<file path="config.mk">
export PLATFORM = sky130hd
export DESIGN_NAME = source_line_classifier
export DESIGN_NICKNAME = d
export VERILOG_FILES = /design/src/rtl/slc_pkg.sv /design/src/rtl/slc_byte_scan.sv /design/src/rtl/slc_line_close.sv /design/src/rtl/source_line_classifier.sv
export SDC_FILE = /design/constraint.sdc
export NUM_CORES = 1
export LEC_CHECK = 0
export ABC_AREA = 1
export BUFFER_PORTS_ARGS = -buffer_cell sky130_fd_sc_hd__buf_2
export CAP_MARGIN = 15
export CORE_MARGIN = 2
export CORE_UTILIZATION = 50
export DETAILED_ROUTE_END_ITERATION = 8
export GPL_TIMING_DRIVEN = 0
export HOLD_SLACK_MARGIN = 0.05
export PLACE_DENSITY = 0.73
export SLEW_MARGIN = 20
export SYNTH_ARGS = -nofsm -noshare
export SYNTH_HDL_FRONTEND = slang
export SYNTH_SLANG_ARGS = --single-unit
</file>
<file path="constraint.sdc">
create_clock -name i_clk -period 2.2 [get_ports i_clk]
set_input_delay 0.22 -clock i_clk [delete_from_list [all_inputs] [get_ports i_clk]]
set_output_delay 0.22 -clock i_clk [all_outputs]
set_load 0.1 [all_outputs]
</file>
<file path="src/rtl/slc_pkg.sv">
// Shared types and constants for the source line classifier.
// Holds the per-line scan state struct, byte codes and line class codes.
// No dependencies.
package slc_pkg;

    // Byte codes that the scanner reacts to.
    localparam logic [7:0] BYTE_NEWLINE = 8'd10;
    localparam logic [7:0] BYTE_TAB     = 8'd9;
    localparam logic [7:0] BYTE_CR      = 8'd13;
    localparam logic [7:0] BYTE_SPACE   = 8'd32;
    localparam logic [7:0] BYTE_HASH    = 8'd35;
    localparam logic [7:0] BYTE_STAR    = 8'd42;
    localparam logic [7:0] BYTE_SLASH   = 8'd47;

    // Line class codes.
    localparam logic [2:0] CLS_BLANK   = 3'd0;
    localparam logic [2:0] CLS_CODE    = 3'd1;
    localparam logic [2:0] CLS_LINE    = 3'd2;
    localparam logic [2:0] CLS_BLOCK   = 3'd3;
    localparam logic [2:0] CLS_PREPROC = 3'd4;

    // Configuration register map (word index) and reset value.
    localparam logic       REG_MAX_LEN   = 1'b0;
    localparam logic [15:0] MAX_LEN_RESET = 16'd80;

    // Flags collected while one line is scanned.
    typedef struct packed {
        logic       seen_nonblank;
        logic       nonblank_before_prev;
        logic [2:0] lead_slash;
        logic       lead_is_hash;
        logic [7:0] prev_byte;
        logic       prev_opener_star;
        logic       opener_found;
        logic       code_before_opener;
        logic       closer_after_opener;
        logic       code_after_closer;
        logic       closer_anywhere;
    } t_line_state;

endpackage

</file>
<file path="src/rtl/slc_byte_scan.sv">
// Per-byte update of the line scan flags (comment openers, closers, lead bytes).
// Depends on slc_pkg.
module slc_byte_scan import slc_pkg::*; (
    input  logic [7:0]  i_byte,
    input  t_line_state i_state,
    output t_line_state o_state
);

    logic nb;
    logic star_next;

    always_comb begin
        nb        = !(i_byte == BYTE_SPACE || i_byte == BYTE_TAB || i_byte == BYTE_CR);
        star_next = 1'b0;
        o_state   = i_state;

        // First non-blank byte, and the byte right after a leading slash.
        if (!i_state.seen_nonblank) begin
            if (nb) begin
                o_state.lead_is_hash = (i_byte == BYTE_HASH);
                o_state.lead_slash   = (i_byte == BYTE_SLASH) ? 3'b001 : 3'b000;
            end
        end else if (i_state.lead_slash[1:0] == 2'b01) begin
            o_state.lead_slash = i_state.lead_slash | 3'b010 |
                                 {(i_byte == BYTE_SLASH), 2'b00};
        end

        // First opener of the line, then a closer that does not reuse its star.
        if (i_state.opener_found) begin
            if (!i_state.closer_after_opener) begin
                if (!i_state.prev_opener_star && i_state.prev_byte == BYTE_STAR &&
                    i_byte == BYTE_SLASH) begin
                    o_state.closer_after_opener = 1'b1;
                end
            end else if (nb) begin
                o_state.code_after_closer = 1'b1;
            end
        end else if (i_state.prev_byte == BYTE_SLASH && i_byte == BYTE_STAR) begin
            o_state.opener_found       = 1'b1;
            o_state.code_before_opener = i_state.nonblank_before_prev;
            star_next                  = 1'b1;
        end

        // Any closer in the line ends a comment carried in from earlier lines.
        if (i_state.prev_byte == BYTE_STAR && i_byte == BYTE_SLASH) begin
            o_state.closer_anywhere = 1'b1;
        end

        o_state.nonblank_before_prev = i_state.seen_nonblank;
        o_state.seen_nonblank        = i_state.seen_nonblank | nb;
        o_state.prev_byte            = i_byte;
        o_state.prev_opener_star     = star_next;
    end

endmodule

</file>
<file path="src/rtl/slc_line_close.sv">
// Line classification at the end of a line and the carried block comment flag.
// Depends on slc_pkg.
module slc_line_close import slc_pkg::*; (
    input  t_line_state i_state,
    input  logic        i_in_block,
    output logic [2:0]  o_class,
    output logic        o_in_block
);

    // Priority: blank, open comment, line comment, preprocessor, opener rules.
    always_comb begin
        o_class    = CLS_CODE;
        o_in_block = i_in_block;
        if (!i_state.seen_nonblank) begin
            o_class = CLS_BLANK;
        end else if (i_in_block) begin
            o_class = CLS_BLOCK;
            if (i_state.closer_anywhere) begin
                o_in_block = 1'b0;
            end
        end else if (i_state.lead_slash == 3'b111) begin
            o_class = CLS_LINE;
        end else if (i_state.lead_is_hash) begin
            o_class = CLS_PREPROC;
        end else if (i_state.opener_found) begin
            if (i_state.closer_after_opener) begin
                o_class = (!i_state.code_before_opener && !i_state.code_after_closer) ?
                          CLS_BLOCK : CLS_CODE;
            end else begin
                o_in_block = 1'b1;
                o_class    = i_state.code_before_opener ? CLS_CODE : CLS_BLOCK;
            end
        end
    end

endmodule

</file>
<file path="src/rtl/source_line_classifier.sv">
// Source line classifier: one text byte per cycle in, one result per line out.
// The last byte of a line is taken into the input register; its result is then written to the result register.
// Throughput: one byte per cycle; a line end waits in the input register only while
// the previous result is still held in the result register by the receiver.
// Reset (synchronous, active low) clears all line state, the line counter and the
// block comment flag, empties both registers, and sets max_line_length to 80.
module source_line_classifier import slc_pkg::*; #(
    parameter int LENGTH_BITS = 16,
    parameter int LINE_BITS   = 24
) (
    input  logic                   i_clk,
    input  logic                   i_rst_n,
    // Byte input channel
    input  logic                   i_valid,
    output logic                   o_ready,
    input  logic [7:0]             i_text_byte,
    input  logic                   i_end_of_text,
    // Result channel
    output logic                   o_valid,
    input  logic                   i_ready,
    output logic [2:0]             o_line_class,
    output logic                   o_line_is_long,
    output logic [LINE_BITS-1:0]   o_line_number,
    output logic [LENGTH_BITS-1:0] o_line_length,
    // Configuration port
    input  logic                   psel,
    input  logic                   penable,
    input  logic                   pwrite,
    input  logic [2:0]             paddr,
    input  logic [31:0]            pwdata,
    output logic [31:0]            prdata,
    output logic                   pready
);

    localparam int CMP_BITS = (LENGTH_BITS > 16) ? LENGTH_BITS : 16;
    localparam logic [LENGTH_BITS-1:0] LEN_MAX  = {LENGTH_BITS{1'b1}};
    localparam logic [LINE_BITS-1:0]   LINE_MAX = {LINE_BITS{1'b1}};

    logic [15:0]            r_max_len;
    logic                   r_in_valid;
    logic [7:0]             r_byte;
    logic                   r_last;
    t_line_state            r_line;
    t_line_state            n_line;
    logic [LENGTH_BITS-1:0] r_length;
    logic [LENGTH_BITS-1:0] n_length;
    logic                   r_len_ovf;
    logic                   n_len_ovf;
    logic [LINE_BITS-1:0]   r_lines_done;
    logic                   r_in_block;
    logic                   r_out_valid;
    logic [2:0]             r_class;
    logic                   r_is_long;
    logic [LINE_BITS-1:0]   r_number;
    logic [LENGTH_BITS-1:0] r_out_len;

    t_line_state            scan_state;
    logic                   is_newline;
    logic                   produce;
    logic                   consume;
    logic                   cfg_write;
    logic [2:0]             close_class;
    logic                   close_in_block;
    logic                   is_long;
    logic [LINE_BITS-1:0]   line_num;

    // Configuration register and read data.
    assign pready    = 1'b1;
    assign cfg_write = psel && penable && pwrite;
    assign prdata    = (paddr[2] == REG_MAX_LEN) ? {16'd0, r_max_len} : 32'd0;

    always_ff @(posedge i_clk) begin
        if (!i_rst_n) begin
            r_max_len <= MAX_LEN_RESET;
        end else if (cfg_write && paddr[2] == REG_MAX_LEN) begin
            r_max_len <= pwdata[15:0];
        end
    end

    // Handshake: the input register drains unless its result has nowhere to go.
    assign is_newline = (r_byte == BYTE_NEWLINE);
    assign produce    = is_newline || r_last;
    assign consume    = r_in_valid && (!produce || !r_out_valid || i_ready);
    assign o_ready    = !r_in_valid || consume;
    assign o_valid    = r_out_valid;

    always_ff @(posedge i_clk) begin
        if (!i_rst_n) begin
            r_in_valid <= 1'b0;
        end else if (o_ready) begin
            r_in_valid <= i_valid;
        end
    end

    always_ff @(posedge i_clk) begin
        if (i_valid && o_ready) begin
            r_byte <= i_text_byte;
            r_last <= i_end_of_text;
        end
    end

    // Byte scan; a newline leaves the line flags as they are.
    slc_byte_scan u_scan (
        .i_byte  (r_byte),
        .i_state (r_line),
        .o_state (scan_state)
    );

    always_comb begin
        n_line    = r_line;
        n_length  = r_length;
        n_len_ovf = r_len_ovf;
        if (!is_newline) begin
            n_line = scan_state;
            if (r_length == LEN_MAX) begin
                n_len_ovf = 1'b1;
            end else begin
                n_length = r_length + LENGTH_BITS'(1);
            end
        end
    end

    // Line end: class, long flag and saturating line number.
    slc_line_close u_close (
        .i_state    (n_line),
        .i_in_block (r_in_block),
        .o_class    (close_class),
        .o_in_block (close_in_block)
    );

    assign is_long  = n_len_ovf ||
                      (CMP_BITS'(n_length) > CMP_BITS'(r_max_len));
    assign line_num = (r_lines_done == LINE_MAX) ? LINE_MAX : r_lines_done + LINE_BITS'(1);

    // Line state registers.
    always_ff @(posedge i_clk) begin
        if (!i_rst_n) begin
            r_line       <= '0;
            r_length     <= '0;
            r_len_ovf    <= 1'b0;
            r_lines_done <= '0;
            r_in_block   <= 1'b0;
        end else if (consume) begin
            if (produce) begin
                r_line       <= '0;
                r_length     <= '0;
                r_len_ovf    <= 1'b0;
                r_lines_done <= r_last ? '0 : line_num;
                r_in_block   <= r_last ? 1'b0 : close_in_block;
            end else begin
                r_line    <= n_line;
                r_length  <= n_length;
                r_len_ovf <= n_len_ovf;
            end
        end
    end

    // Result register.
    always_ff @(posedge i_clk) begin
        if (!i_rst_n) begin
            r_out_valid <= 1'b0;
        end else if (consume && produce) begin
            r_out_valid <= 1'b1;
        end else if (i_ready) begin
            r_out_valid <= 1'b0;
        end
    end

    always_ff @(posedge i_clk) begin
        if (consume && produce) begin
            r_class   <= close_class;
            r_is_long <= is_long;
            r_number  <= line_num;
            r_out_len <= n_length;
        end
    end

    assign o_line_class   = r_class;
    assign o_line_is_long = r_is_long;
    assign o_line_number  = r_number;
    assign o_line_length  = r_out_len;

    // End of text restarts the line count outside any comment.
    a_text_restart: assert property (@(posedge i_clk) disable iff (!i_rst_n)
        consume && r_last |=> r_lines_done == '0 && !r_in_block)
        else $error("state not restarted after end of text");

    // The sticky overflow bit is only set once the length has saturated.
    a_len_sat: assert property (@(posedge i_clk) disable iff (!i_rst_n)
        r_len_ovf |-> r_length == LEN_MAX)
        else $error("length overflow without saturated length");

    // Lead and opener flags only exist on a line with a non-blank byte.
    a_flags_need_nonblank: assert property (@(posedge i_clk) disable iff (!i_rst_n)
        !r_line.seen_nonblank |-> !r_line.opener_found && r_line.lead_slash == 3'b000)
        else $error("line flags set on a blank line");

    // A pending result that the receiver has not yet taken must not be overwritten.
    a_no_overwrite: assert property (@(posedge i_clk) disable iff (!i_rst_n)
        r_out_valid && !i_ready |=> r_out_valid && $stable(r_number))
        else $error("pending result lost");

endmodule
</file>
* Yosys cells after proc, flatten, opt, wreduce, memory -nomap -nowiden
Index checks and enable logic that the tools add are counted.
Widths: inputs -> output; s select.
** Word-level totals
- Register bits after elaboration :: 133
- Input port bits :: 51
- Output and inout port bits :: 79
- Logic and storage cells :: 120
** Cells by class
- Bitwise operators :: 4
- Magnitude comparators :: 1
- Add/subtract/negate cells :: 2
- Reductions and logical operators :: 31
- Mux-type cells :: 43
- Equal/unequal tests :: 14
** Operators by type and width (number)
- $mux 16 :: 4
- $eq 8x6->1 const B :: 6
- $mux 24 :: 2
- $mux 20 :: 2
- $add 24x1->24 const B :: 1
- $eq 24x24->1 const B :: 1
- $eq 8x4->1 const B :: 3
- $mux 1 :: 22
- $add 16x1->16 const B :: 1
- $eq 16x16->1 const B :: 1
- $gt 16x16->1 :: 1
- $mux 3 :: 5
- $mux 2 :: 7
- $logic_and 1x1->1 :: 11
- $logic_not 1->1 :: 7
- $logic_or 1x1->1 :: 7
- $mux 4 :: 1
- $reduce_and 2->1 :: 2
- $reduce_bool 2->1 :: 2
- $eq 3x3->1 const B :: 1
- $or 3x3->3 :: 1
- $reduce_and 3->1 :: 1
- $reduce_or 3->1 :: 1
- $eq 2x1->1 const B :: 1
- other kinds (3) :: 4

* Logic depth before layout (Yosys ltp)
- Word-level depth :: 15
- Mapped depth :: 19
- Depth with buffers taken out :: 19

* Cells and area by module
Synthesis repeated with hierarchy kept, for this count alone.
** Unflattened totals
- Cell total of the unflattened synthesis :: 992
- Area, all modules :: 7403.4 sq um
** Modules (own cells, without submodules)
- source_line_classifier :: cells an instance 871, area each 6850.3 sq um, instances 1
- slc_byte_scan :: cells an instance 101, area each 459.2 sq um, instances 1
- slc_line_close :: cells an instance 20, area each 93.8 sq um, instances 1

* Worst setup path after synthesis
OpenSTA, ideal clock, no wires.
- Path type :: reg-to-reg
- Start :: register r_out_valid (netlist: o_valid)
- End :: register r_byte[0] (enable)
- Clock period less this slack :: 2.728 ns
- Arrival time :: 2.445 ns
- Buffers on the path :: 0
- Setup time :: 0.284 ns
- Data required time :: 1.916 ns
- Setup slack :: -0.528 ns
- Stages on the path, launching flop included :: 6
- Cells stage by stage :: dfxtp_1 -> nand2_1 -> inv_1 -> nand3_1 -> nand2_1 -> inv_1
** On the way
- Cells in the longest elaborated chain, start to end :: 6
** RTL lines
- start, declared :: line source_line_classifier.sv:51 : logic r_out_valid;
- start signal, assigned :: line source_line_classifier.sv:161 : r_out_valid <= 1'b0;
- start signal, assigned :: line source_line_classifier.sv:163 : r_out_valid <= 1'b1;
- start signal, assigned :: line source_line_classifier.sv:165 : r_out_valid <= 1'b0;
- $logic_not 1->1 :: line source_line_classifier.sv:83 : assign consume = r_in_valid && (!produce || !r_out_valid || i_ready);
- $logic_or 1x1->1 (2 in a row) :: line source_line_classifier.sv:83
- $logic_and 1x1->1 :: line source_line_classifier.sv:83
- $logic_or 1x1->1 :: line source_line_classifier.sv:84 : assign o_ready = !r_in_valid || consume;
- net o_ready :: line source_line_classifier.sv:15 : output logic o_ready,
- $logic_and 1x1->1 :: line source_line_classifier.sv:96 : if (i_valid && o_ready) begin
- end signal, assigned :: line source_line_classifier.sv:97 : r_byte <= i_text_byte;
- end, declared :: line source_line_classifier.sv:41 : logic [7:0] r_byte;
The timed path passes the listed nets, and every way through them passes these cells.
A chain may end at the register's enable or synchronous reset.

* Worst setup path after layout
- Start :: register r_length[1]
- End :: register r_is_long (netlist: o_line_is_long), data pin
** On the way
- Cells in the longest elaborated chain, start to end :: 5
- Elaborated cells on any way between the ends :: 8
- Those cells by class :: add/sub (1); order compare (1); eq/ne (1); mux (4); reduce/logical (1)
** RTL lines
- start, declared :: line source_line_classifier.sv:45 : logic [LENGTH_BITS-1:0] r_length;
- start signal, assigned :: line source_line_classifier.sv:152 : r_length <= n_length;
- $add 16x1->16 / $eq 16x16->1 (equally long branches) :: line source_line_classifier.sv:118, source_line_classifier.sv:115
- $mux 16 * :: line source_line_classifier.sv:115 : if (r_length == LEN_MAX) begin
- $mux 16 * :: line source_line_classifier.sv:113 : if (!is_newline) begin
- net n_length[7] :: line source_line_classifier.sv:46 : logic [LENGTH_BITS-1:0] n_length;
- $gt 16x16->1 * :: line source_line_classifier.sv:132 : (CMP_BITS'(n_length) > CMP_BITS'(r_max_len));
- $logic_or 1x1->1 * :: line source_line_classifier.sv:131 : assign is_long = n_len_ovf ||
- net is_long :: line source_line_classifier.sv:64 : logic is_long;
- end signal, assigned :: line source_line_classifier.sv:172 : r_is_long <= is_long;
- end, declared :: line source_line_classifier.sv:53 : logic r_is_long;
The timed path passes the listed nets; every way through them passes the cells marked *.

==> metrics.md <==
| Metric | Value |
|---|---|
| Register bit total from synthesis | between 100 and 150 |
| Status | finished with violations |
| Clock power frac | 0.462 |
| # IOs | 130 |
| Asr flop ratio synth | 0 |
| Synthesis Warnings | 0 |
| Tot Pwr | approximately 6 mW |
| Sequential element share of the synthesized area | 0.466 |
| Fill cells | 1028 |
| Die width | between 100 and 150 µm |
| CP delay by family, top | simple AND/OR/NAND/NOR gates |
| P_leak | 4.12 nW |
| Slew margin rel. | 0.514 |
| Cell row count | 42 |
| Syn Inst Count | about 860 |
| Die Ht | roughly 120 µm |
| Detail Route Antenna Nets | 0 |
| Gate power share | 0.111 |
| Number of max-cap violations | 0 |
| Iter 0 DRT Violations | 544 |
| Core ar. | approximately 13000 µm² |
| Clock sinks | about 130 |
| Pwr dens | 665 nW/µm² |
| CTS Buffer Depth | 2 |
| Hold Startpoint | pwdata[1] |
| Initial antenna violation count | 0 |
| Post-route clock period utilization | 1.10 |
| Cts bufs inserted | 17 |
| Crit path from | r_length[1] |
| Die footprint | 14700 µm² |
| Drt via density | 5.09 |
| Slowest cell on crit path | dfxtp_4 |
| Worst Path Arrival | between 2 and 3 ns |
| Final Hold Viols | 0 |
| Later-pin clock latency in the skew report | around 0.43 ns |
| Crit path kind | reg2reg |
| Worst slew pin tran | just over 0.7 ns |
| Maximum VDD drop | 467 µV |
| Failing checks | negative setup slack |
| Part of the power in registers | 0.427 |
| RSZ-0062 raised after global routing | yes |
| Max-slew violation count | 0 |
| CP max stage delay | about 0.36 ns |
| Final Util | 0.694 |
| DR WL/cell | roughly 14 µm |
| Post-synth EDFFs | 53 |
| Routability cong. | 0.886 |
| All-layer global routing usage | 0.239 |
| Startpoint Class | flop |
| Area growth, synth to finish | 34.6% |
| Via count | around 6300 |
| Gr ovfl total | 0 |
| Top_reg_cell synth | dfxtp_1 |
| Starting density of the core | 0.516 |
| DP HPWL | between 10 and 15 mm |
| ANT cells | 0 |
| Clock Skew | 0.00840 ns |
| Post-synthesis average cell area | between 7 and 8 µm² |
| Clock Pin Slew Worst Setup and Hold Paths | approximately 0.060 ns |
| First-pass GRT wire length | around 27 mm |
| Largest net degree at the start of global routing | 23 |
| Worst Hold Class | in2reg |
| Max frequency | just over 0.4 GHz |
| Internal power | between 4 and 5 mW |
| CP cell instances | buf_4 -> nand3_4 -> inv_4 -> nand2_2 -> buf_4 -> xor2_2 -> nand3_2 -> o21ai_1 -> inv_1 -> ha_4 -> nand4_1 -> nor3_1 -> nand2_1 -> nand2_1 -> nand3_1 |
| CP bufs+invs | 4 |
| Switching Power | about 1.6 mW |
| Area after DPL | between 7000 and 8000 µm² |
| Sw Ratio | 0.263 |
| Crit path time final | between 2 and 2.5 ns |
| Vias in the first global route | 5851 |
| Mapped Area | 6860 µm² |
| CP Capture Type | flop |
| Number of nets in the layout | 1113 |
| CTS tree | yes |
| Hold slack | roughly 0.070 ns |
| # H-tree levels | 4 |
| Post-synth cell types | 40 |
| # port buffers | slightly above 90 |
| Finish-stage setup viols | 1 |
| Clock Tree Root | clkbuf_16 |
| Fin area | just over 9000 µm² |
| Place WS | -0.434 ns |
| Required @ worst endpoint | around 2.4 ns |
| DR pass1 iterations | 5 |
| RR Startpoint | r_length[1] |
| Setup WS post-layout | -0.211 ns |
| DR DRC count | 0 |
| Worst Path Max Fanout | 3 |
| WL final | roughly 18 mm |
| Share of cells above drive strength 1 | 0.323 |
==> layout by cell type (no fill, tap or decap), types with 9 or more instances in the layout <==
cell           count
xor2_1            14
nand3_1           47
edfxtp_1          53
nor2_4            11
ha_4              10
nand2_2           11
dfxtp_1           65
nor2_1            59
clkbuf_16         18
buf_4             59
o211ai_1          10
inv_1             96
buf_6              9
nand3_2           13
conb_1            17
buf_2            100
o21ai_0           22
o21ai_2           18
nand4_1           13
clkbuf_1           9
nand2_1          202
nor3_1             9
inv_2             11
nand2_4           11
a21oi_1           59
dlygate4sd3_1     11
==> cells in the mapped netlist, drive strengths merged, types with 2 or more instances <==
cell    instances  area, µm²
a21oi          65        340
and2            3       18.8
buf            33        241
clkbuf         11       42.5
conb            2       7.51
dfxtp          80       1600
edfxtp         53       1590
ha             18        225
inv           110        418
nand2         226        906
nand3          65        363
nand3b          2       15.0
nand4          14       93.8
nor2           78        333
nor3           14       85.1
nor4            4       25.0
o211ai         10       75.1
o21ai          48        297
o21bai          2       15.0
xnor2           2       17.5
xor2           15        131
==> sequential cells by signal (all words and copies together) (netlist names) <==
register        cells
o_line_number      24
r_lines_done       24
r_line             20
o_line_length      16
r_length           16
r_max_len          16
r_byte              8
o_line_class        3
o_line_is_long      1
o_valid             1
r_in_block          1
r_in_valid          1
r_last              1
r_len_ovf           1
==> final cells by class <==
type / instances / area [µm²] / share of cell area
Tap cell: 176 / 220 / 0.0239
Multi-Input combinational cell: 586 / 3470 / 0.376
Sequential cell: 133 / 3230 / 0.350
Buffer: 44 / 334 / 0.0362
Timing Repair inverter: 3 / 22.5 / 0.00244
Inverter: 111 / 430 / 0.0466
Timing Repair Buffer: 148 / 931 / 0.101
Clock buffer: 18 / 429 / 0.0465
Clock inverter: 14 / 161 / 0.0175
==> worst reg2reg max path, stage by stage, from the launching register on <==
cell and delay (ns):
dfxtp_4 0.36, buf_4 0.14, nand3_4 0.10, inv_4 0.05
nand2_2 0.13, buf_4 0.15, xor2_2 0.16, nand3_2 0.11
o21ai_1 0.09, inv_1 0.09, ha_4 0.28, nand4_1 0.12
nor3_1 0.17, nand2_1 0.08, nand2_1 0.07, nand3_1 0.06
==> repair_timing <==
action                                  in CTS  in global routing
resized for setup                           63                 56
setup buffers                               33                 11
hold buffers                                11                  0
endpoints found under the hold margin       11                  0
gates cloned                                 4                  1
endpoints found under the setup margin      45                 48
pin swaps                                   28                 26
==> power by group through the flow <==
| stage | clock network [mW] | registers (mW) | logic, mW |
|---|---|---|---|
| CTS | 2.85 | 2.63 | 0.657 |
| finish | 2.84 | 2.62 | 0.679 |
| detailed placement | 0 | 2.68 | 0.604 |
| global placement | 0 | 2.68 | 0.600 |
| floorplan | 0 | 2.81 | 0.372 |
| global route | 2.97 | 2.62 | 0.718 |
==> cell families after synthesis <==
logic type	share of synthesized area
buf+inv	0.103
simple gates	0.270
flops	0.466
fa+ha+maj	0.0328
compound gates	0.106
xor+xnor	0.0217
other cells	0.00109
==> final timing paths <==
path	end	slack, ns	cells past startpoint
max	o_line_is_long	-0.21	15
max reg2reg	o_line_is_long	-0.21	15
min reg2reg	r_line[12]	0.46	2
min	r_max_len[1]	0.07	3
==> per-stage QoR <==
stage          instances  setup TNS [ns]
6_report            1233          -0.211
5_1_grt             1233          -0.395
4_1_cts             1221           -1.81
3_5_place_dp        1141          -19.32
3_3_place_gp        1141          -18.74
2_1_floorplan        873         -0.0205
==> layer usage <==
metal / part of all wire / GRT usage / up-vias
li1: - / - / 3150
met1: 0.44 / 0.298 / 2874
met5: 0 / 0 / -
met2: 0.48 / 0.390 / 215
met4: 0.029 / 0.127 / 0
met3: 0.058 / 0.0465 / 42
Note: power is estimated with default switching activity, not from simulation.
